File: config.mk
export PLATFORM = sky130hd
export DESIGN_NAME = dsm_front
export DESIGN_NICKNAME = d
export VERILOG_FILES = /design/src/sv/dsm_pkg.sv /design/src/sv/dsm_front.sv
export SDC_FILE = /design/constraint.sdc
export NUM_CORES = 2
export LEC_CHECK = 0
export BUFFER_PORTS_ARGS = -buffer_cell sky130_fd_sc_hd__buf_2
export CELL_PAD_IN_SITES_DETAIL_PLACEMENT = 0
export CELL_PAD_IN_SITES_GLOBAL_PLACEMENT = 2
export CORE_MARGIN = 10
export CORE_UTILIZATION = 46
export CTS_CLUSTER_DIAMETER = 30
export DETAILED_ROUTE_END_ITERATION = 16
export GPL_TIMING_DRIVEN = 0
export PLACE_DENSITY = 0.88
export SLEW_MARGIN = 0
export SYNTH_ARGS = -nofsm -noshare
export SYNTH_HDL_FRONTEND = slang
export SYNTH_SLANG_ARGS = --single-unit
File: constraint.sdc
create_clock -name i_clk -period 18.1 [get_ports i_clk]
set_input_delay 0.905 -clock i_clk [delete_from_list [all_inputs] [get_ports i_clk]]
set_output_delay 0.905 -clock i_clk [all_outputs]
set_load 0.05 [all_outputs]
File: src/sv/dsm_pkg.sv
`timescale 1ns / 1ps
// shared constants and width helpers for the disc to square elliptical map
// no dependencies; used by every module of the block except dsm_sqrt
package dsm_pkg;

    localparam int FRAC_BITS_DEF = 14;
    localparam int FIELD_W       = 16;
    localparam int PROD_W        = 48;
    localparam int FIFO_DEPTH    = 4;

    // 2*sqrt(2) in unsigned q2.30, rounded
    localparam logic [31:0] TWO_SQRT2_Q30 = 32'd3037000500;

    // signed width that holds every radicand 2*one^2 + p^2 - q^2 +- t
    function automatic int rad_width(input int frac);
        int w;
        w = 2 * frac + 4;
        if (w < 33) begin
            w = 33;
        end
        if (w < frac + 20) begin
            w = frac + 20;
        end
        return w;
    endfunction

endpackage

File: src/sv/dsm_front.sv
`timescale 1ns / 1ps
// front end: takes disc points, forms the four clamped radicands, pushes them to the queue
// depends on dsm_pkg for widths and the 2*sqrt(2) constant
module dsm_front #(
    parameter int FRAC_BITS = dsm_pkg::FRAC_BITS_DEF
) (
    input  logic                                   i_clk,
    input  logic                                   i_rst_n,
    input  logic                                   i_valid,
    output logic                                   o_ready,
    input  logic signed [dsm_pkg::FIELD_W-1:0]     i_disc_u,
    input  logic signed [dsm_pkg::FIELD_W-1:0]     i_disc_v,
    output logic                                   o_push,
    output logic [4*(dsm_pkg::rad_width(FRAC_BITS)-1)-1:0] o_data,
    input  logic                                   i_full
);

    localparam int RAD_W  = dsm_pkg::rad_width(FRAC_BITS);
    localparam int IN_W   = RAD_W - 1;
    localparam int PROD_W = dsm_pkg::PROD_W;
    localparam int FW     = dsm_pkg::FIELD_W;
    localparam int SH     = 30 - FRAC_BITS;
    localparam int TMAG_W = PROD_W - SH;
    localparam int SQ_W   = 2 * FW - 1;
    localparam logic [PROD_W:0]  HALF    = ((PROD_W + 1)'(1) << SH) >> 1;
    localparam logic [RAD_W-1:0] TWO_ONE = RAD_W'(1) << (2 * FRAC_BITS + 1);

    logic en;

    // stage 1: squares and |p| * 2sqrt2
    logic              r1_valid;
    logic              r1_u_neg, r1_v_neg;
    logic [SQ_W-1:0]   r1_uu, r1_vv;
    logic [PROD_W-1:0] r1_tu, r1_tv;

    // stage 2: rounded cross terms and base values
    logic              r2_valid;
    logic              r2_u_neg, r2_v_neg;
    logic [TMAG_W-1:0] r2_tu, r2_tv;
    logic [RAD_W-1:0]  r2_base_x, r2_base_y;

    // stage 3: clamped radicands
    logic              r3_valid;
    logic [IN_W-1:0]   r3_xa, r3_xb, r3_ya, r3_yb;

    logic signed [2*FW-1:0] w_uu, w_vv;
    logic [FW-1:0]          w_u_mag, w_v_mag;
    logic [PROD_W:0]        w_tu_rnd, w_tv_rnd;
    logic [RAD_W-1:0]       w_x_sum, w_x_dif, w_y_sum, w_y_dif;
    logic [RAD_W-1:0]       w_xa, w_xb, w_ya, w_yb;

    assign en      = !r3_valid || !i_full;
    assign o_ready = en;
    assign o_push  = r3_valid && !i_full;
    assign o_data  = {r3_xa, r3_xb, r3_ya, r3_yb};

    assign w_uu    = i_disc_u * i_disc_u;
    assign w_vv    = i_disc_v * i_disc_v;
    assign w_u_mag = i_disc_u[FW-1] ? FW'(-i_disc_u) : FW'(i_disc_u);
    assign w_v_mag = i_disc_v[FW-1] ? FW'(-i_disc_v) : FW'(i_disc_v);

    assign w_tu_rnd = ({1'b0, r1_tu} + HALF) >> SH;
    assign w_tv_rnd = ({1'b0, r1_tv} + HALF) >> SH;

    assign w_x_sum = r2_base_x + RAD_W'(r2_tu);
    assign w_x_dif = r2_base_x - RAD_W'(r2_tu);
    assign w_y_sum = r2_base_y + RAD_W'(r2_tv);
    assign w_y_dif = r2_base_y - RAD_W'(r2_tv);

    // a negative coordinate flips the sign of its cross term
    assign w_xa = r2_u_neg ? w_x_dif : w_x_sum;
    assign w_xb = r2_u_neg ? w_x_sum : w_x_dif;
    assign w_ya = r2_v_neg ? w_y_dif : w_y_sum;
    assign w_yb = r2_v_neg ? w_y_sum : w_y_dif;

    always_ff @(posedge i_clk) begin
        if (!i_rst_n) begin
            r1_valid <= 1'b0;
            r2_valid <= 1'b0;
            r3_valid <= 1'b0;
        end else if (en) begin
            r1_valid <= i_valid;
            r2_valid <= r1_valid;
            r3_valid <= r2_valid;
        end
    end

    always_ff @(posedge i_clk) begin
        if (en) begin
            r1_u_neg  <= i_disc_u[FW-1];
            r1_v_neg  <= i_disc_v[FW-1];
            r1_uu     <= SQ_W'(w_uu);
            r1_vv     <= SQ_W'(w_vv);
            r1_tu     <= PROD_W'(w_u_mag) * PROD_W'(dsm_pkg::TWO_SQRT2_Q30);
            r1_tv     <= PROD_W'(w_v_mag) * PROD_W'(dsm_pkg::TWO_SQRT2_Q30);

            r2_u_neg  <= r1_u_neg;
            r2_v_neg  <= r1_v_neg;
            r2_tu     <= TMAG_W'(w_tu_rnd);
            r2_tv     <= TMAG_W'(w_tv_rnd);
            r2_base_x <= TWO_ONE + RAD_W'(r1_uu) - RAD_W'(r1_vv);
            r2_base_y <= TWO_ONE + RAD_W'(r1_vv) - RAD_W'(r1_uu);

            // negative radicands clamp to zero
            r3_xa <= w_xa[RAD_W-1] ? '0 : w_xa[IN_W-1:0];
            r3_xb <= w_xb[RAD_W-1] ? '0 : w_xb[IN_W-1:0];
            r3_ya <= w_ya[RAD_W-1] ? '0 : w_ya[IN_W-1:0];
            r3_yb <= w_yb[RAD_W-1] ? '0 : w_yb[IN_W-1:0];
        end
    end

    a_no_drop: assert property (@(posedge i_clk) disable iff (!i_rst_n)
        (r3_valid && i_full) |=> r3_valid)
        else $error("radicand item dropped while queue full");

endmodule

==> results.cfg <==
[run_status]
outcome = completed

[sta]
fmax_ghz = 0.0993
rsz0062_at_grt = false
skew_ns = 0.0392
hold_ws_ns = 0.417
setup_tns_ns = 0
hold_violations = 0
fin_crit_sh_pct = 55.6
worstMarginPinSlew_ns = 1.35
drv_slew = 0
maxSlewHeadroom_pct = 9.43
period_minus_slack_ns = 10.07
finalSetupViolCount = 0

[logic_synthesis]
synth_cells = 5923
synth_area_um2 = 58200
synth_edf_count = 391
yosysMostFrequentCell = inv_1
ys_types = 103
synth.top_cell.area_share_pct = 25.4
synth_commonest_cells = inv_1, ha_1, fa_1
synthFlopType = edfxtp_1
yosysWarnings = 0
synthArstFlopShare_pct = 0
ys_seq_elements = 394
synth_top_area_cell = fa_1
yosysSeqAreaShare_pct = 20.3
syn_area_per_cell_um2 = 9.83
synth_area_leaders = fa_1, edfxtp_1, ha_1, inv_1, xnor2_1

[cts]
cts_buffers = 58
clk_latency_ns = 0.64
clockBufferDepth = 3
cts.sinks = 394
cts_root_buf = clkbuf_16
cts_resized = 0
cts_tree = built
path_clk_slew_ns = 0.06
post_cts_buffers = 0
cts_htree_levels = 2
holdBufCountCts = 0

[global_routing]
grt_pass1_wl_um = 238000
grt_pass1_vias = 42471
track_usage_pct = 21.1
grt_antenna_before_repair = 4
grt_overflow = 0
grt_max_degree = 79

[floorplanning]
core_um2 = 126000
start_util_pct = 46.3
fp-row-count = 130
io_pins = 170
die_h_um = 376
die_width_um = 376
die_area_um2 = 141000

[critical_path]
path_depth = 28
worstSetupStartpoint = i_disc_v[0]
r2r_cells = 12
crit_buf_inv = 7
timing.critical_path.mode_cell = fa_1
worstSetupPathType = in2reg
endpoint = r1_tv[47]$_DFFE_PP_
r2r-start = r1_vv[5]$_DFFE_PP_
crit_required_ns = 18.45
reg2reg_to = r2_base_x[31]$_DFFE_PP_
crit_family = adder cells
crit_path_end_kind = flip-flop
slowest_stage = xnor2_1
worstPathMaxFanout = 14
critPathMaxStageDelay_ns = 0.88
arrival_ns = 10.42
regToRegSetupSlack_ns = 13.92
cp-start-kind = input pin

[cells_and_area]
drive_above_1_share_pct = 6.67
antennaDiodeCount = 0
design_area_um2 = 63300
syn2layout_area_growth_pct = 8.72
utilization_pct = 50.3
final_nets = 7743

[job]
maxCapViolCount = 0

[detailed_routing]
drtPass1Iterations = 5
drt_iter0_drc = 2489
ant_nets = 0
routed_wl_um = 148000
via_per_inst = 5.20
post_drt_wl_per_cell_um = 18.9
vias = 40829
drc = 0

[min_path]
hold_path.class = reg2reg

[placed_design]
gp_congestion = 0.895
post_dp_cell_area_um2 = 61300
place_hpwl_um = 127000
io_buffers = 166
==> cell usage in the layout (no fill, tap or decap), types with 31 or more instances in the layout <==
cell,count
clkbuf_1,105
buf_2,184
clkbuf_16,59
fa_1,738
nand3_1,75
a211oi_1,38
a31oi_1,31
o21ai_0,130
and2_1,82
nand2b_1,53
inv_1,1222
xor2_1,100
xnor2_1,306
mux2i_1,50
a21o_1,121
ha_1,813
o21bai_1,45
nand2_1,284
and3_1,48
nor2b_1,58
nor2_1,417
nor3_1,70
o21a_1,31
a21oi_1,274
edfxtp_1,391
==> worst min path at each step <==
stage | slack (ns) | to | depth (start not counted) | from
floorplan | 0.40 | r2_u_neg$_DFFE_PP_ | 0 | r1_u_neg$_DFFE_PP_
global placement | 0.41 | r2_v_neg$_DFFE_PP_ | 0 | r1_v_neg$_DFFE_PP_
detailed placement | 0.41 | r2_u_neg$_DFFE_PP_ | 0 | r1_u_neg$_DFFE_PP_
CTS | 0.42 | r2_u_neg$_DFFE_PP_ | 0 | r1_u_neg$_DFFE_PP_
global route | 0.42 | r2_u_neg$_DFFE_PP_ | 0 | r1_u_neg$_DFFE_PP_
finish | 0.42 | r2_u_neg$_DFFE_PP_ | 0 | r1_u_neg$_DFFE_PP_
==> worst register-to-register path: cells and delay by family, from the launching register on <==
family | cells | cell delay, ns
adder cells (fa/ha/maj) | 2 | 0.70
flip-flops | 1 | 0.48
XOR/XNOR | 1 | 0.23
AO/OA/AOI/OAI | 9 | 2.53
==> kinds of logic (layout without fill, tap and decap cells) <==
logic type	count (synthesis)	count (layout)	synth area share, %
adder cells (fa/ha/maj)	1551	1551	42.8
buffers and inverters	1379	1660	9.04
XOR/XNOR	408	408	6.15
multiplexers	55	55	0.956
AND/OR/NAND/NOR	1231	1231	10.2
AO/OA/AOI/OAI	903	903	10.5
flip-flops	394	394	20.3
other	2	3	0.0129
==> state kept, by name, indices dropped and copies added, names as in the netlist <==
| signal | flops |
|---|---|
| r1_tu | 33 |
| r1_tv | 33 |
| r2_base_x | 33 |
| r3_xa | 33 |
| r3_xb | 33 |
| r3_ya | 33 |
| r3_yb | 33 |
| r2_base_y | 32 |
| r2_tu | 32 |
| r2_tv | 32 |
| r1_uu | 30 |
| r1_vv | 30 |
| r1_u_neg | 1 |
| r1_v_neg | 1 |
| r1_valid | 1 |
| r2_u_neg | 1 |
| r2_v_neg | 1 |
| r2_valid | 1 |
| r3_valid | 1 |
==> layer usage <==
| layer | global-route usage [%] | vias to the layer above | share of wire, % |
|---|---|---|---|
| li1 | - | 19835 | - |
| met1 | 30.1 | 19945 | 48 |
| met2 | 33.9 | 910 | 45 |
| met3 | 3.30 | 133 | 5.5 |
| met4 | 4.26 | 6 | 1.9 |
| met5 | 0 | - | 0.028 |
==> area by class of cell <==
type	count	area [um^2]
fillers	11814	62400
multi-input cells	4151	41200
flip-flops and latches	394	11800
inverters	1236	4640
well taps	1650	2060
clock buffers	60	1480
repair buffers	172	976
plain buffers	143	626
clock inverters	49	537
==> through the flow <==
step / instances / setup WS (ns)
6_report: 7855 / 8.03
5_1_grt: 7855 / 7.41
4_1_cts: 7855 / 8.04
3_5_place_dp: 7746 / 7.40
3_3_place_gp: 7740 / 3.60
2_1_floorplan: 5924 / 7.70
Power is not shown: default switching activity piles up to over one toggle a cycle in this logic, so the estimate is an artifact.
