<file path="src/sv/dsm_pkg.sv">
`timescale 1ns / 1ps
// shared constants and width helpers for the disc to square elliptical map
// no dependencies; used by every module of the block except dsm_sqrt
package dsm_pkg;

    localparam int FRAC_BITS_DEF = 14;
    localparam int FIELD_W       = 16;
    localparam int PROD_W        = 48;
    localparam int FIFO_DEPTH    = 4;

    // 2*sqrt(2) in unsigned q2.30, rounded
    localparam logic [31:0] TWO_SQRT2_Q30 = 32'd3037000500;

    // signed width that holds every radicand 2*one^2 + p^2 - q^2 +- t
    function automatic int rad_width(input int frac);
        int w;
        w = 2 * frac + 4;
        if (w < 33) begin
            w = 33;
        end
        if (w < frac + 20) begin
            w = frac + 20;
        end
        return w;
    endfunction

endpackage

</file>
<file path="src/sv/dsm_sqrt.sv">
`timescale 1ns / 1ps
// pipelined floor square root, one root bit per registered stage
// no package dependencies
module dsm_sqrt #(
    parameter int IN_W = 33
) (
    input  logic                    i_clk,
    input  logic                    i_en,
    input  logic [IN_W-1:0]         i_rad,
    output logic [(IN_W+1)/2-1:0]   o_root
);

    localparam int RT_W  = (IN_W + 1) / 2;
    localparam int PAD_W = 2 * RT_W;
    localparam int REM_W = RT_W + 2;

    logic [PAD_W-1:0] r_x    [RT_W];
    logic [REM_W-1:0] r_rem  [RT_W];
    logic [RT_W-1:0]  r_root [RT_W];

    for (genvar s = 0; s < RT_W; s++) begin : g_stage
        logic [PAD_W-1:0] w_x;
        logic [REM_W-1:0] w_rem;
        logic [RT_W-1:0]  w_root;
        logic [REM_W-1:0] w_cur;
        logic [REM_W-1:0] w_trial;

        if (s == 0) begin : g_first
            assign w_x    = PAD_W'(i_rad);
            assign w_rem  = '0;
            assign w_root = '0;
        end else begin : g_next
            assign w_x    = r_x[s-1];
            assign w_rem  = r_rem[s-1];
            assign w_root = r_root[s-1];
        end

        // bring down the next bit pair and try (root << 2) | 1
        assign w_cur   = {w_rem[REM_W-3:0], w_x[2*(RT_W-1-s)+1 -: 2]};
        assign w_trial = {w_root, 2'b01};

        always_ff @(posedge i_clk) begin
            if (i_en) begin
                r_x[s] <= w_x;
                if (w_cur >= w_trial) begin
                    r_rem[s]  <= w_cur - w_trial;
                    r_root[s] <= {w_root[RT_W-2:0], 1'b1};
                end else begin
                    r_rem[s]  <= w_cur;
                    r_root[s] <= {w_root[RT_W-2:0], 1'b0};
                end
            end
        end
    end

    assign o_root = r_root[RT_W-1];

endmodule

</file>
<file path="src/sv/dsm_back.sv">
`timescale 1ns / 1ps
// back end: four pipelined square roots, halved difference, saturation, output register
// depends on dsm_pkg and dsm_sqrt
module dsm_back #(
    parameter int FRAC_BITS = dsm_pkg::FRAC_BITS_DEF
) (
    input  logic                                   i_clk,
    input  logic                                   i_rst_n,
    input  logic [4*(dsm_pkg::rad_width(FRAC_BITS)-1)-1:0] i_data,
    input  logic                                   i_empty,
    output logic                                   o_pop,
    output logic                                   o_valid,
    input  logic                                   i_ready,
    output logic signed [dsm_pkg::FIELD_W-1:0]     o_square_x,
    output logic signed [dsm_pkg::FIELD_W-1:0]     o_square_y
);

    localparam int RAD_W = dsm_pkg::rad_width(FRAC_BITS);
    localparam int IN_W  = RAD_W - 1;
    localparam int RT_W  = (IN_W + 1) / 2;
    localparam int RES_W = RT_W + 1;
    localparam int FW    = dsm_pkg::FIELD_W;
    localparam longint ONE_L    = longint'(1) << FRAC_BITS;
    localparam longint SAT_HI_L = (ONE_L > 32767) ? 32767 : ONE_L;
    localparam longint SAT_LO_L = (ONE_L > 32768) ? -32768 : -ONE_L;
    localparam logic signed [RES_W-1:0] SAT_HI = RES_W'(SAT_HI_L);
    localparam logic signed [RES_W-1:0] SAT_LO = RES_W'(SAT_LO_L);

    logic en;
    logic r_vld [RT_W];
    logic r_o_valid;
    logic signed [FW-1:0] r_x, r_y;

    logic [RT_W-1:0] w_xa, w_xb, w_ya, w_yb;
    logic signed [RES_W-1:0] w_dx, w_dy, w_hx, w_hy, w_sx, w_sy;

    assign en    = !r_o_valid || i_ready;
    assign o_pop = en && !i_empty;

    dsm_sqrt #(.IN_W(IN_W)) u_sqrt_xa (
        .i_clk(i_clk), .i_en(en), .i_rad(i_data[4*IN_W-1 -: IN_W]), .o_root(w_xa)
    );
    dsm_sqrt #(.IN_W(IN_W)) u_sqrt_xb (
        .i_clk(i_clk), .i_en(en), .i_rad(i_data[3*IN_W-1 -: IN_W]), .o_root(w_xb)
    );
    dsm_sqrt #(.IN_W(IN_W)) u_sqrt_ya (
        .i_clk(i_clk), .i_en(en), .i_rad(i_data[2*IN_W-1 -: IN_W]), .o_root(w_ya)
    );
    dsm_sqrt #(.IN_W(IN_W)) u_sqrt_yb (
        .i_clk(i_clk), .i_en(en), .i_rad(i_data[IN_W-1 -: IN_W]), .o_root(w_yb)
    );

    assign w_dx = $signed({1'b0, w_xa}) - $signed({1'b0, w_xb});
    assign w_dy = $signed({1'b0, w_ya}) - $signed({1'b0, w_yb});

    // halve, truncating toward zero
    assign w_hx = (w_dx + $signed(RES_W'(w_dx[RES_W-1]))) >>> 1;
    assign w_hy = (w_dy + $signed(RES_W'(w_dy[RES_W-1]))) >>> 1;

    assign w_sx = (w_hx > SAT_HI) ? SAT_HI : ((w_hx < SAT_LO) ? SAT_LO : w_hx);
    assign w_sy = (w_hy > SAT_HI) ? SAT_HI : ((w_hy < SAT_LO) ? SAT_LO : w_hy);

    always_ff @(posedge i_clk) begin
        if (!i_rst_n) begin
            for (int s = 0; s < RT_W; s++) begin
                r_vld[s] <= 1'b0;
            end
            r_o_valid <= 1'b0;
        end else if (en) begin
            r_vld[0] <= !i_empty;
            for (int s = 1; s < RT_W; s++) begin
                r_vld[s] <= r_vld[s-1];
            end
            r_o_valid <= r_vld[RT_W-1];
        end
    end

    always_ff @(posedge i_clk) begin
        if (en) begin
            r_x <= FW'(w_sx);
            r_y <= FW'(w_sy);
        end
    end

    assign o_valid    = r_o_valid;
    assign o_square_x = r_x;
    assign o_square_y = r_y;

endmodule

</file>
<file path="config.mk">
export PLATFORM = sky130hd
export DESIGN_NAME = dsm_back
export DESIGN_NICKNAME = d
export VERILOG_FILES = /design/src/sv/dsm_pkg.sv /design/src/sv/dsm_sqrt.sv /design/src/sv/dsm_back.sv
export SDC_FILE = /design/constraint.sdc
export NUM_CORES = 2
export LEC_CHECK = 0
export BUFFER_PORTS_ARGS = -buffer_cell sky130_fd_sc_hd__buf_2
export CAP_MARGIN = 5
export CORE_UTILIZATION = 38
export CTS_CLUSTER_DIAMETER = 40
export CTS_CLUSTER_SIZE = 8
export DETAILED_ROUTE_END_ITERATION = 12
export PLACE_DENSITY = 0.51
export SYNTH_ARGS = -nofsm -noshare
export SYNTH_HDL_FRONTEND = slang
export SYNTH_MEMORY_MAX_BITS = 65536
export SYNTH_SLANG_ARGS = --single-unit
</file>
<file path="constraint.sdc">
create_clock -name i_clk -period 61.5 [get_ports i_clk]
set_input_delay 3.075 -clock i_clk [delete_from_list [all_inputs] [get_ports i_clk]]
set_output_delay 3.075 -clock i_clk [all_outputs]
set_load 0.05 [all_outputs]
</file>
==> run summary <==
Die ar. -> 334000 µm²
WP data arrival -> 7.85 ns
Worst Path Required -> 62.18 ns
H-tree depth -> 5
DP HPWL -> 159000 µm
unrepaired setup endpoints after global routing -> no
mean routed wirelength per cell -> 15.5 µm
transition time of the tightest slew-check pin -> 1.20 ns
Syn Nets -> 10.4k
Max-slew headroom -> 19.9%
Synth Flop Type -> edfxtp_1
setup TNS -> 0 ns
Antenna Violating Nets Remaining -> 0
hold path endpoint -> u_sqrt_yb.r_x[0][120]$_DFFE_PN_
post-CTS setup buffers -> 0
Final Max Slew Viols -> 0
Die X -> 578 µm
Synth area leaders -> edfxtp_1 (65%), ha_1 (7.1%), xnor2_1 (3.0%)
peak supply drop -> 0.0230 mV
clock slew at reported path FFs -> 0.05 ns
Setup-failing EPs final -> 0
Hold Buf Count CTS -> 0
TritonCTS Sinks -> 2754
Leakage Power -> 61.1 nW
Crit. path cell count -> 14
dominant cell type by area after synthesis -> edfxtp_1
kind of end point of the critical path -> flip-flop
CP cell instances -> buf_2, nor2b_4, inv_8, buf_4, buf_4, buf_12, nand2_1, nor4_1, o21a_1, a31oi_1, buf_4, o211ai_1, nor3_1, xor2_1
Syn Inst Count -> 9557
pwr dens -> 43.7 nW/µm²
flops & latches, synth -> 2754
Mapped Area -> 126000 µm²
global-route wire length before repair -> 370000 µm
Core ar. -> 331000 µm²
1st-iter DRT viols -> 4056
Final WS setup -> 54.33 ns
Root Driver -> clkbuf_16
Bufs on Longest Clock Path -> 4
number of vias per cell -> 4.84
register area share after synthesis -> 65.5%
worst r2r path cells -> 13
number of hold violations in the final report -> 0
IO Pins -> 170
Distinct cells, synth -> 84
DR vias -> 71.6k
drt drc -> 0
vias in the first global route -> 73.3k
drt total wl -> 229000 µm
fin crit share -> 11.7%
depth of the worst hold-timing path -> 0
initial antenna violation count -> 4
Crit Path Class -> input port to flip-flop
CP Launch Point -> i_ready
top layer in use -> met4
Clock Latency Late Sink -> 0.95 ns
CTS tree -> built
placed cell areas -> 132000 µm²
Cell Count, Final, Fillers Out -> 14.8k
syn avg cell area -> 13.2 µm²
max-cap check violation count -> 0
Slowest-stage cell, CP -> buf_4
GR Util All Layers -> 13.4%
met2 WL -> 110000 µm
critical path launch point type -> input port
Layout Skew -> 0.0586 ns
Min-Delay Path Class -> flip-flop to flip-flop
drt first pass iters -> 7
ratio of cells with drive above 1 in the final layout -> 10.2%
nets -> 11.0k
clock period minus worst slack -> 7.17 ns
flop-to-flop setup slack -> 56.17 ns
RR Startpoint -> o_valid$_SDFFE_PN0N_
Place WS -> 53.34 ns
Routed met3 length -> 9100 µm
GPL Wtd Cong -> 0.891
ys async rst share -> 0%
M1 WL -> 103000 µm
WP buf/inv -> 6
Rows -> 211
hold path start -> u_sqrt_yb.r_x[0][86]$_DFFE_PN_
top-area cell type share of the netlist area -> 65.4%
most common cell after layout, fill and taps aside -> edfxtp_1
most frequent cells in the layout -> edfxtp_1 (2749), inv_1 (932), nor2_1 (722), ha_1 (721), a21oi_1 (508)
post-cts resize count -> 0
multi-input logic area -> 39500 µm²
Initial Utilization -> 38.2%
dpl cells -> 14.0k
Worst path most repeated cell -> buf_4
crit-path max cell delay -> 0.80 ns
layout overhead on the synthesized area -> 16.7%
filler cell count -> 29.3k
Inserted Clock Buffers -> 472
Die Ht -> 578 µm
Finished Cell Area -> 147000 µm²
EDFF count, synth -> 2749
total grt overflow -> 0
Synthesis Warnings -> 0
top achievable clock speed -> 0.139 GHz
CP top delay family -> buffers and inverters
Critical Path Fanout Max -> 163
status -> finished, final reports clean
Critical R2R Capture -> u_sqrt_xa.r_rem[9][16]$_DFFE_PP_
FF+latch area -> 82600 µm²
I/O Buffers -> 169
largest net degree at the start of global routing -> 169
[layout make-up]
type,count,area share [%]
clock inverter,207,1.63
timing repair buffer,224,0.897
multi-input combinational,5728,26.8
tap,4366,3.71
antenna,1,0.00170
clock buffer,571,8.43
inverter,936,2.40
sequential,2754,56.1
[cells by family after synthesis]
group	Yosys count	synth area share, %
mux	140	1.23
fa+ha+maj	723	7.18
buf+inv	1075	3.21
compound gates	1642	8.07
simple gates	2512	9.90
xor+xnor	711	4.93
flops	2754	65.5
[Yosys cell counts, drive strengths merged (11+ instances only)]
| cell | n |
|---|---|
| a211o | 18 |
| a211oi | 36 |
| a21boi | 57 |
| a21o | 176 |
| a21oi | 510 |
| a221oi | 14 |
| a31o | 14 |
| a31oi | 33 |
| a41oi | 11 |
| and2 | 33 |
| and3 | 55 |
| and4 | 14 |
| buf | 16 |
| clkbuf | 123 |
| edfxtp | 2749 |
| ha | 721 |
| inv | 933 |
| mux2 | 119 |
| mux2i | 21 |
| nand2 | 491 |
| nand2b | 197 |
| nand3 | 161 |
| nand3b | 17 |
| nand4 | 102 |
| nand4b | 28 |
| nor2 | 722 |
| nor2b | 86 |
| nor3 | 281 |
| nor3b | 15 |
| nor4 | 89 |
| nor4b | 11 |
| o211ai | 18 |
| o21a | 157 |
| o21ai | 419 |
| o21bai | 24 |
| o31a | 12 |
| o31ai | 70 |
| o41ai | 13 |
| or2 | 48 |
| or3 | 84 |
| or4 | 61 |
| xnor2 | 428 |
| xor2 | 283 |
[worst max path at each step]
stage	endpoint	slack [ns]
5_1_grt	u_sqrt_xa.r_rem[9][16]$_DFFE_PP_	53.94
2_1_floorplan	u_sqrt_xa.r_rem[10][0]$_DFFE_PP_	11.76
6_report	u_sqrt_xa.r_rem[9][16]$_DFFE_PP_	54.33
4_1_cts	u_sqrt_xa.r_rem[9][14]$_DFFE_PP_	54.38
3_3_place_gp	u_sqrt_xa.r_rem[9][14]$_DFFE_PP_	53.43
3_5_place_dp	u_sqrt_xa.r_rem[9][14]$_DFFE_PP_	53.34
[where the power goes]
part / leakage (nW) / switching [W] / total [W] / internal [W]
registers: 28.1 / 0.000213 / 0.00272 / 0.00251
logic: 25.9 / 0.000706 / 0.00130 / 0.000591
clock network: 7.16 / 0.000844 / 0.00242 / 0.00158
[worst reg2reg max path, delay by kind of cell (launching register included)]
kind,cells,cell delay (ns)
buf+inv,5,3.16
simple gates,4,1.02
compound gates,3,0.43
flops,1,0.31
xor+xnor,1,0.15
[per-stage QoR]
step	hold WS [ns]	total power (W)	utilization [%]
detailed placement	0.405	0.00405	40.1
floorplan	0.400	0.00371	-
finish	0.370	0.00644	44.6
CTS	0.370	0.00652	44.6
global route	0.375	0.00680	44.6
global placement	0.401	0.00402	40.1
[flip-flops by register name, summed over array words and instances (netlist names), 153 cells and up]
register and flops:
u_sqrt_xa.r_rem 251, u_sqrt_xa.r_root 153, u_sqrt_xa.r_x 272, u_sqrt_xb.r_rem 251, u_sqrt_xb.r_root 153, u_sqrt_xb.r_x 272
u_sqrt_ya.r_rem 251, u_sqrt_ya.r_root 153, u_sqrt_ya.r_x 272, u_sqrt_yb.r_rem 251, u_sqrt_yb.r_root 153, u_sqrt_yb.r_x 272
[layer usage]
| layer | up-vias | GRT usage [%] |
|---|---|---|
| li1 | 36200 | - |
| met1 | 33600 | 16.6 |
| met2 | 1234 | 23.2 |
| met3 | 500 | 2.34 |
| met4 | 0 | 5.14 |
| met5 | - | 0 |
No activity file was read; power rests on OpenSTA's default activity.
