### src/sv/dsm_pkg.sv
`timescale 1ns / 1ps
// shared constants and width helpers for the disc to square elliptical map
// no dependencies; used by every module of the block except dsm_sqrt
package dsm_pkg;

    localparam int FRAC_BITS_DEF = 14;
    localparam int FIELD_W       = 16;
    localparam int PROD_W        = 48;
    localparam int FIFO_DEPTH    = 4;

    // 2*sqrt(2) in unsigned q2.30, rounded
    localparam logic [31:0] TWO_SQRT2_Q30 = 32'd3037000500;

    // signed width that holds every radicand 2*one^2 + p^2 - q^2 +- t
    function automatic int rad_width(input int frac);
        int w;
        w = 2 * frac + 4;
        if (w < 33) begin
            w = 33;
        end
        if (w < frac + 20) begin
            w = frac + 20;
        end
        return w;
    endfunction

endpackage

### src/sv/dsm_fifo.sv
`timescale 1ns / 1ps
// small register queue between the radicand front end and the square root back end
// depends on dsm_pkg for the default depth
module dsm_fifo #(
    parameter int WIDTH = 132,
    parameter int DEPTH = dsm_pkg::FIFO_DEPTH
) (
    input  logic             i_clk,
    input  logic             i_rst_n,
    input  logic             i_push,
    input  logic [WIDTH-1:0] i_data,
    output logic             o_full,
    input  logic             i_pop,
    output logic [WIDTH-1:0] o_data,
    output logic             o_empty
);

    localparam int PTR_W = (DEPTH > 1) ? $clog2(DEPTH) : 1;
    localparam int CNT_W = $clog2(DEPTH + 1);

    logic [WIDTH-1:0] r_mem [DEPTH];
    logic [PTR_W-1:0] r_wr_ptr, n_wr_ptr;
    logic [PTR_W-1:0] r_rd_ptr, n_rd_ptr;
    logic [CNT_W-1:0] r_count, n_count;

    assign o_full  = (r_count == CNT_W'(DEPTH));
    assign o_empty = (r_count == '0);
    assign o_data  = r_mem[r_rd_ptr];

    always_comb begin
        n_wr_ptr = r_wr_ptr;
        n_rd_ptr = r_rd_ptr;
        n_count  = r_count;
        if (i_push) begin
            n_wr_ptr = (r_wr_ptr == PTR_W'(DEPTH - 1)) ? '0 : r_wr_ptr + 1'b1;
        end
        if (i_pop) begin
            n_rd_ptr = (r_rd_ptr == PTR_W'(DEPTH - 1)) ? '0 : r_rd_ptr + 1'b1;
        end
        if (i_push && !i_pop) begin
            n_count = r_count + 1'b1;
        end else if (i_pop && !i_push) begin
            n_count = r_count - 1'b1;
        end
    end

    always_ff @(posedge i_clk) begin
        if (!i_rst_n) begin
            r_wr_ptr <= '0;
            r_rd_ptr <= '0;
            r_count  <= '0;
        end else begin
            r_wr_ptr <= n_wr_ptr;
            r_rd_ptr <= n_rd_ptr;
            r_count  <= n_count;
        end
    end

    always_ff @(posedge i_clk) begin
        if (i_push) begin
            r_mem[r_wr_ptr] <= i_data;
        end
    end

    a_count_bound: assert property (@(posedge i_clk) disable iff (!i_rst_n)
        r_count <= CNT_W'(DEPTH))
        else $error("queue count beyond depth");

    a_count_track: assert property (@(posedge i_clk) disable iff (!i_rst_n)
        (i_push && !i_pop) |=> (r_count == $past(r_count) + 1'b1))
        else $error("queue count did not follow a push");

endmodule

### config.mk
export PLATFORM = sky130hd
export DESIGN_NAME = dsm_fifo
export DESIGN_NICKNAME = d
export VERILOG_FILES = /design/src/sv/dsm_pkg.sv /design/src/sv/dsm_fifo.sv
export SDC_FILE = /design/constraint.sdc
export NUM_CORES = 1
export LEC_CHECK = 0
export BUFFER_PORTS_ARGS = -buffer_cell sky130_fd_sc_hd__buf_4
export CAP_MARGIN = 20
export CORE_ASPECT_RATIO = 0.8
export CORE_MARGIN = 2
export CORE_UTILIZATION = 60
export CTS_CLUSTER_SIZE = 10
export DETAILED_ROUTE_END_ITERATION = 6
export PLACE_DENSITY = 0.9
export RECOVER_POWER = 50
export SLEW_MARGIN = 0
export SYNTH_ARGS = -nofsm -noshare
export SYNTH_HDL_FRONTEND = slang
export SYNTH_SLANG_ARGS = --single-unit
### constraint.sdc
create_clock -name i_clk -period 7.9 [get_ports i_clk]
set_input_delay 1.975 -clock i_clk [delete_from_list [all_inputs] [get_ports i_clk]]
set_output_delay 1.975 -clock i_clk [all_outputs]
set_load 0.02 [all_outputs]
==> summary.md, run 1 <==
| Metric | Value |
|---|---|
| Post-Syn Area per Cell | 26.6 sq um |
| Mapped Cells | 734 |
| IO Port Bufs | 269 |
| R2r setup slk | 4.05 ns |
| Leak | 7.42 nW |
| Failing checks | capacitance limit, slew limit |
| Die width | 206 microns |
| Row Count | 59 |
| Routability cong. | 0.717 |
| Fillers | 1884 |
| Clock buffer depth | 3 |
| Total chip power | 6.29 mW |
| Required @ worst endpoint | 5.93 ns |
| Root Buffer Master | clkbuf_16 |
| Final net count | 1186 |
| Clock latency on the worst-skew pair | 0.58 ns |
| WL per Instance | 26.0 microns |
| CTS sink cnt | 537 |
| Detailed-route DRC error count | 0 |
| Overflow after GRT | 0 |
| Clock transition at path regs | 0.06 ns |
| Crit share post-route | 0.636 |
| First-pass GRT wire length | 57800 microns |
| Sequential share of power | 0.528 |
| Layout Skew | 0.0104 ns |
| Hold WC Path Type | reg2reg |
| Crit Path Class | reg2out |
| DR iter-0 viols | 820 |
| Full die area | 34000 sq um |
| CP Max Fanout | 96 |
| Top-Level Pins | 270 |
| Netlist Area Pre-Place | 19500 sq um |
| Net switching power | 1.39 mW |
| Drt total wl | 39000 microns |
| Status | finished, violations left |
| Tmin final | 5.02 ns |
| Power per cell area | 273 nW/um^2 |
| Worst-Margin Slew | 2.66 ns |
| Final Slew Violations | 99 |
| Post-synth cell types | 21 |
| TritonRoute pass-1 iters | 4 |
| Initial antenna violation count | 5 |
| Share of layout cells above drive strength 1 | 0.320 |
| Sequential area share after synthesis | 0.823 |
| Dpl hpwl | 22100 microns |
| Number of synthesized register bits | 537 |
| Htree depth | 2 |
| Largest net degree at the start of global routing | 99 |
| Unrepaired setup endpoints after global routing | no |
| Syn. warnings | 0 |
| Slew margin rel. | -0.777 |
| Global-route usage over all layers | 0.232 |
| Clock tree from TritonCTS | done |
| Die height | 165 microns |
| Crit path launch type | register |
| CP Capture Type | output pin |
| Post-DR vias/cell | 5.89 |
| Final hold violations | 0 |
| Clk network pwr share | 0.373 |
| Combinational power share | 0.100 |
| Max IR drop VDD | 0.000243 V |
| Hold buffer count at cts | 0 |
| F_max | 199 MHz |
| Synthesized Nets | 877 |
| Via count of the first global-routing pass | 9475 |
| Starting Density | 0.604 |
| Vias post-DR | 8824 |
| # Max-Cap Violations | 3 |
| Setup bufs post-CTS | 0 |
| Worst EP arrival | 3.05 ns |
| Final setup viols | 0 |
| CTS Buf Count | 59 |
| Core ar. | 32300 sq um |
| Sum Neg Setup Slack | 0 ns |
| Post-CTS sizing | 0 |
| Syn-to-layout area delta | 18.3% |
| Switching part of the total | 0.222 |
| Antenna-violating nets left | 0 |
| Internal power | 4.90 mW |
## critical path: stages, from the launching register on
cell	delay, ns
dfxtp_4	0.82
buf_12	0.56
mux4_2	0.64
buf_4	0.18
## flip-flops by register name, indices dropped and copies added, names as in the netlist, named ones only
| register | cells |
|---|---|
| r_wr_ptr | 2 |
| r_mem | 528 |
| r_rd_ptr | 2 |
| r_count | 3 |
## path summary, 6_finish.rpt
| check | from | end | depth (start not counted) |
|---|---|---|---|
| min | r_count[2]$_SDFFE_PN0P_ | r_count[2]$_SDFFE_PN0P_ | 2 |
| min reg2reg | r_count[2]$_SDFFE_PN0P_ | r_count[2]$_SDFFE_PN0P_ | 2 |
| max reg2reg | r_wr_ptr[0]$_SDFFE_PN0P_ | r_mem[3][60]$_DFFE_PP_ | 3 |
| max | register | o_data[29] | 3 |
## cell usage after synthesis
| library cell | n | area [sq um] |
|---|---|---|
| edfxtp_1 | 528 | 15900 |
| mux4_2 | 132 | 2970 |
| buf_2 | 15 | 75.1 |
| buf_6 | 10 | 113 |
| dfxtp_1 | 9 | 180 |
| ha_1 | 6 | 75.1 |
| and2_1 | 5 | 31.3 |
| clkbuf_1 | 5 | 18.8 |
| nor2b_1 | 5 | 31.3 |
| inv_1 | 4 | 15.0 |
| mux2i_1 | 4 | 40.0 |
| nor3_1 | 2 | 10.0 |
| a21boi_0 | 1 | 7.51 |
| fa_1 | 1 | 20.0 |
| nor2_1 | 1 | 3.75 |
| nor3b_1 | 1 | 7.51 |
| o21a_1 | 1 | 7.51 |
| o21ai_0 | 1 | 5.00 |
| or3_1 | 1 | 6.26 |
| xnor2_1 | 1 | 8.76 |
| xor2_1 | 1 | 8.76 |
## layout make-up
| cell class | instances | area, sq um | area share |
|---|---|---|---|
| antenna | 3 | 7.51 | 0.000326 |
| clock buffer | 83 | 1580 | 0.0684 |
| clock inverter | 3 | 26.3 | 0.00114 |
| inverter | 4 | 15.0 | 0.000651 |
| multi-input combinational | 163 | 3240 | 0.140 |
| sequential | 537 | 16000 | 0.696 |
| tap | 427 | 534 | 0.0232 |
| timing repair buffer | 278 | 1620 | 0.0703 |
## metal layers
layer / wire (microns) / vias up / global-route usage
li1: - / 3775 / -
met1: 14700 / 4590 / 0.310
met2: 19600 / 399 / 0.376
met3: 3960 / 58 / 0.0746
met4: 605 / 2 / 0.0576
met5: 13 / - / 0
## cell usage in the layout, fill, tap and decap left out
master / netlist / layout
and2_4: 0 / 1
or3_1: 1 / 1
mux4_2: 132 / 132
inv_6: 0 / 3
xnor2_1: 1 / 1
o21a_1: 1 / 1
buf_12: 0 / 3
nor3b_1: 1 / 1
clkbuf_16: 0 / 59
mux2i_1: 4 / 4
nor3_1: 2 / 2
clkbuf_1: 5 / 157
and2_0: 0 / 4
fa_1: 1 / 1
nor2_1: 1 / 1
buf_4: 0 / 141
edfxtp_1: 528 / 528
dfxtp_4: 0 / 2
a21boi_0: 1 / 1
clkbuf_8: 0 / 1
inv_1: 4 / 4
ha_1: 6 / 6
diode_2: 0 / 3
nor2b_1: 5 / 5
xor2_1: 1 / 1
o21ai_0: 1 / 1
dfxtp_1: 9 / 7
## cell families after synthesis
kind of cell	after synthesis	share of synthesized area
flops	537	0.823
mux	136	0.155
buf+inv	34	0.0114
simple gates	15	0.00462
fa+ha+maj	7	0.00488
compound gates	3	0.00103
xor+xnor	2	0.000899
## power groups by stage
| stage | combinational [mW] | clock [mW] | sequential (mW) |
|---|---|---|---|
| 3_3_place_gp | 0.642 | 0 | 3.36 |
| 5_1_grt | 0.666 | 2.50 | 3.33 |
| 2_1_floorplan | 0.378 | 0 | 3.36 |
| 6_report | 0.627 | 2.35 | 3.32 |
| 3_5_place_dp | 0.659 | 0 | 3.37 |
| 4_1_cts | 0.667 | 2.39 | 3.32 |
## per-stage QoR
step | util | hold WS (ns) | instance area, sq um | cells | setup slack [ns]
finish | 0.715 | 0.523 | 23100 | 1498 | 2.88
global route | 0.715 | 0.567 | 23100 | 1496 | 2.59
CTS | 0.730 | 0.519 | 23600 | 1495 | 2.80
detailed placement | 0.681 | 0.512 | 22000 | 1409 | 3.40
global placement | 0.681 | 0.489 | 22000 | 1409 | 3.43
floorplan | - | 0.472 | 19500 | 734 | 2.40
(Power assumes the default switching activity.)
==> run 2, diff against run 1 <==
--- a/config.mk
+++ b/config.mk
@@ -9,10 +9,10 @@
 export CAP_MARGIN = 20
 export CORE_ASPECT_RATIO = 0.8
 export CORE_MARGIN = 2
-export CORE_UTILIZATION = 60
+export CORE_UTILIZATION = 51
 export CTS_CLUSTER_SIZE = 10
 export DETAILED_ROUTE_END_ITERATION = 6
-export PLACE_DENSITY = 0.9
+export PLACE_DENSITY = 0.82
 export RECOVER_POWER = 50
 export SLEW_MARGIN = 0
 export SYNTH_ARGS = -nofsm -noshare
==> constraint.sdc (replaced) <==
create_clock -name i_clk -period 4.28 [get_ports i_clk]
set_input_delay 1.07 -clock i_clk [delete_from_list [all_inputs] [get_ports i_clk]]
set_output_delay 1.07 -clock i_clk [all_outputs]
set_load 0.02 [all_outputs]
==> run 2 against run 1 <==
The flow still finishes with violations (capacitance limit, slew limit). First-iteration DRC count fell by 19%. Clock power rose by 78%. Final area rose by 0.91%. Sequential power rose by 84%. Routed wire length fell by 3.9%. Combinational power rose by 88%. Largest power group unchanged.
==> summary.md, run 2 (synthesis gave the netlist of run 1 again) <==
| Metric | Value |
|---|---|
| Max reg flops | 528 (unchanged) |
| Full die area | 39800 sq um (+17%) |
| Setup bufs post-CTS | 0 (unchanged) |
| Core ar. | 38000 sq um (+18%) |
| Share of layout cells above drive strength 1 | 0.332 (+0.0122) |
| Final setup viols | 0 (unchanged) |
| Max IR drop VDD | 0.000417 V (+71%) |
| R2R Path End | r_mem[3][69]$_DFFE_PP_ |
| Clock latency on the worst-skew pair | 0.57 ns (about the same) |
| Most frequent cells in the layout | 528 x edfxtp_1, 150 x buf_4, 146 x clkbuf_1, 132 x mux4_2, 59 x clkbuf_16 |
| CP most frequent cell | buf_4 |
| CTS Buf Count | 59 (unchanged) |
| Power per cell area | 493 nW/um^2 (+81%) |
| Starting Density | 0.514 (-0.0907) |
| Root Buffer Master | clkbuf_16 |
| TritonRoute pass-1 iters | 4 (unchanged) |
| Largest net degree at the start of global routing | 78 (-21%) |
| DR iter-0 viols | 661 (-19%) |
| Commonest non-fill, non-tap cell in the layout | edfxtp_1 |
| Overflow after GRT | 0 (unchanged) |
| Die width | 223 microns (+8.3%) |
| Worst-Margin Slew | 1.72 ns (-0.941 ns) |
| Slew margin rel. | -0.149 (+0.628) |
| Detailed-route DRC error count | 0 (unchanged) |
| Hold buffer count at cts | 0 (unchanged) |
| Top Registers | r_mem (528), r_count (3) |
| Final Slew Violations | 78 (-21%) |
| # Max-Cap Violations | 2 (-1) |
| Reg2reg path depth | 3 (unchanged) |
| Worst EP arrival | 2.54 ns (-0.51 ns) |
| CP Max Fanout | 29 (-70%) |
| Required @ worst endpoint | 3.21 ns (-2.72 ns) |
| R2r setup slk | 1.53 ns (-2.52 ns) |
| Clock tree from TritonCTS | done |
| CP top delay family | flip-flops |
| First-pass GRT wire length | 56200 microns (-2.7%) |
| CTS sink cnt | 537 (unchanged) |
| Hold Worst Slack | 0.506 ns (-0.0175 ns) |
| Biggest register | r_mem |
| Via count of the first global-routing pass | 9412 (-0.66%) |
| Top-Level Pins | 270 (unchanged) |
| Drt total wl | 37400 microns (-3.9%) |
| Fillers | 2635 (+40%) |
| Vias post-DR | 8847 (+0.26%) |
| Reg2reg start | r_wr_ptr[0]$_SDFFE_PN0P_ |
| Slowest CP cell | dfxtp_4 |
| Antenna-violating nets left | 0 (unchanged) |
| Post-DR vias/cell | 5.64 (-4.2%) |
| Failing checks | capacitance limit, slew limit |
| Syn-to-layout area delta | 19.4% |
| Post-CTS sizing | 0 (unchanged) |
| Crit share post-route | 0.844 |
| Status | finished, violations left |
| WL per Instance | 23.9 microns (-8.2%) |
| Placed Instances | 1493 (+6.0%) |
| Routability cong. | 0.740 (+3.1%) |
| CP Capture Type | output pin |
| Htree depth | 2 (unchanged) |
| Crit path launch type | register |
| Final hold violations | 0 (unchanged) |
| Buffer and inverter count on the worst path | 2 (unchanged) |
| Sum Neg Setup Slack | 0 ns (unchanged) |
| Clock buffer depth | 3 (unchanged) |
| Tmin final | 3.61 ns |
| Final net count | 1202 (+1.3%) |
| Crit path to | o_data[114] |
| Die height | 179 microns (+8.3%) |
| Crit path largest cell delay | 0.78 ns (-0.04 ns) |
| Initial antenna violation count | 3 (-2) |
| Global-route usage over all layers | 0.189 (-0.0426) |
| Hold Path Depth | 2 (unchanged) |
| Dpl hpwl | 23100 microns (+4.5%) |
| Unrepaired setup endpoints after global routing | no |
| Leak | 7.49 nW (+1.0%) |
| Fin cells | 1568 (+4.7%) |
| WP depth | 3 (unchanged) |
| Layout Skew | 0.0104 ns (-0.0000435 ns) |
| Clock transition at path regs | 0.05 ns (about the same) |
| IO Port Bufs | 269 (unchanged) |
| F_max | 277 MHz |
| Row Count | 64 (+8.5%) |
| Cell Chain, Critical Path | buf_4 > mux4_2 > buf_4 |
| Hold WC Path Type | reg2reg |
| Crit Path Class | reg2out |
run 2: worst min-delay path by stage:
stage	from	to	slack, ns
after CTS	r_count[2]$_SDFFE_PN0P_	r_count[2]$_SDFFE_PN0P_	0.52
after detailed placement	r_count[2]$_SDFFE_PN0P_	r_count[2]$_SDFFE_PN0P_	0.51
after global routing	r_rd_ptr[1]$_SDFFE_PN0P_	register	0.57
after floorplan	r_count[2]$_SDFFE_PN0P_	r_count[2]$_SDFFE_PN0P_	0.47
final	r_count[2]$_SDFFE_PN0P_	r_count[2]$_SDFFE_PN0P_	0.51
after global placement	r_count[2]$_SDFFE_PN0P_	r_count[2]$_SDFFE_PN0P_	0.50
run 2: worst min-delay path: cells and delay by family (launching register included):
family	cells	cell delay, ns
AOI/OAI and AO/OA	2	0.13
DFF	1	0.32
run 2: stage by stage:
stage	total power, mW	utilization	setup slack [ns]	cell area, sq um
finish	11.5	0.613	0.666	23300
global route	11.9	0.613	0.478	23300
CTS	11.7	0.627	0.555	23800
detailed placement	7.47	0.586	1.19	22300
global placement	7.43	0.586	1.23	22300
floorplan	6.88	-	1.14	19500
run 2: routing by layer:
layer / vias up / part of all wire / wire length (microns) / GRT usage
li1: 3809 / - / - / -
met2: 320 / 0.49 / 18400 / 0.307
met4: 2 / 0.016 / 607 / 0.0459
met5: - / 0.00032 / 12 / 0
met3: 57 / 0.093 / 3490 / 0.0652
met1: 4659 / 0.40 / 14900 / 0.249
run 2: cell type report:
| class | instances | area, sq um | area share |
|---|---|---|---|
| tap | 495 | 619 | 0.0266 |
| timing repair buffer | 294 | 1810 | 0.0780 |
| multi-input combinational | 163 | 3240 | 0.139 |
| clock inverter | 2 | 12.5 | 0.000538 |
| sequential | 537 | 16000 | 0.689 |
| inverter | 4 | 15.0 | 0.000645 |
| clock buffer | 71 | 1520 | 0.0654 |
| antenna | 2 | 5.00 | 0.000215 |
run 2: power breakdown:
group | total [mW] | switching (mW) | internal, mW
registers | 6.11 | 0.0729 | 6.03
clock network | 4.19 | 1.74 | 2.44
logic | 1.18 | 0.665 | 0.520
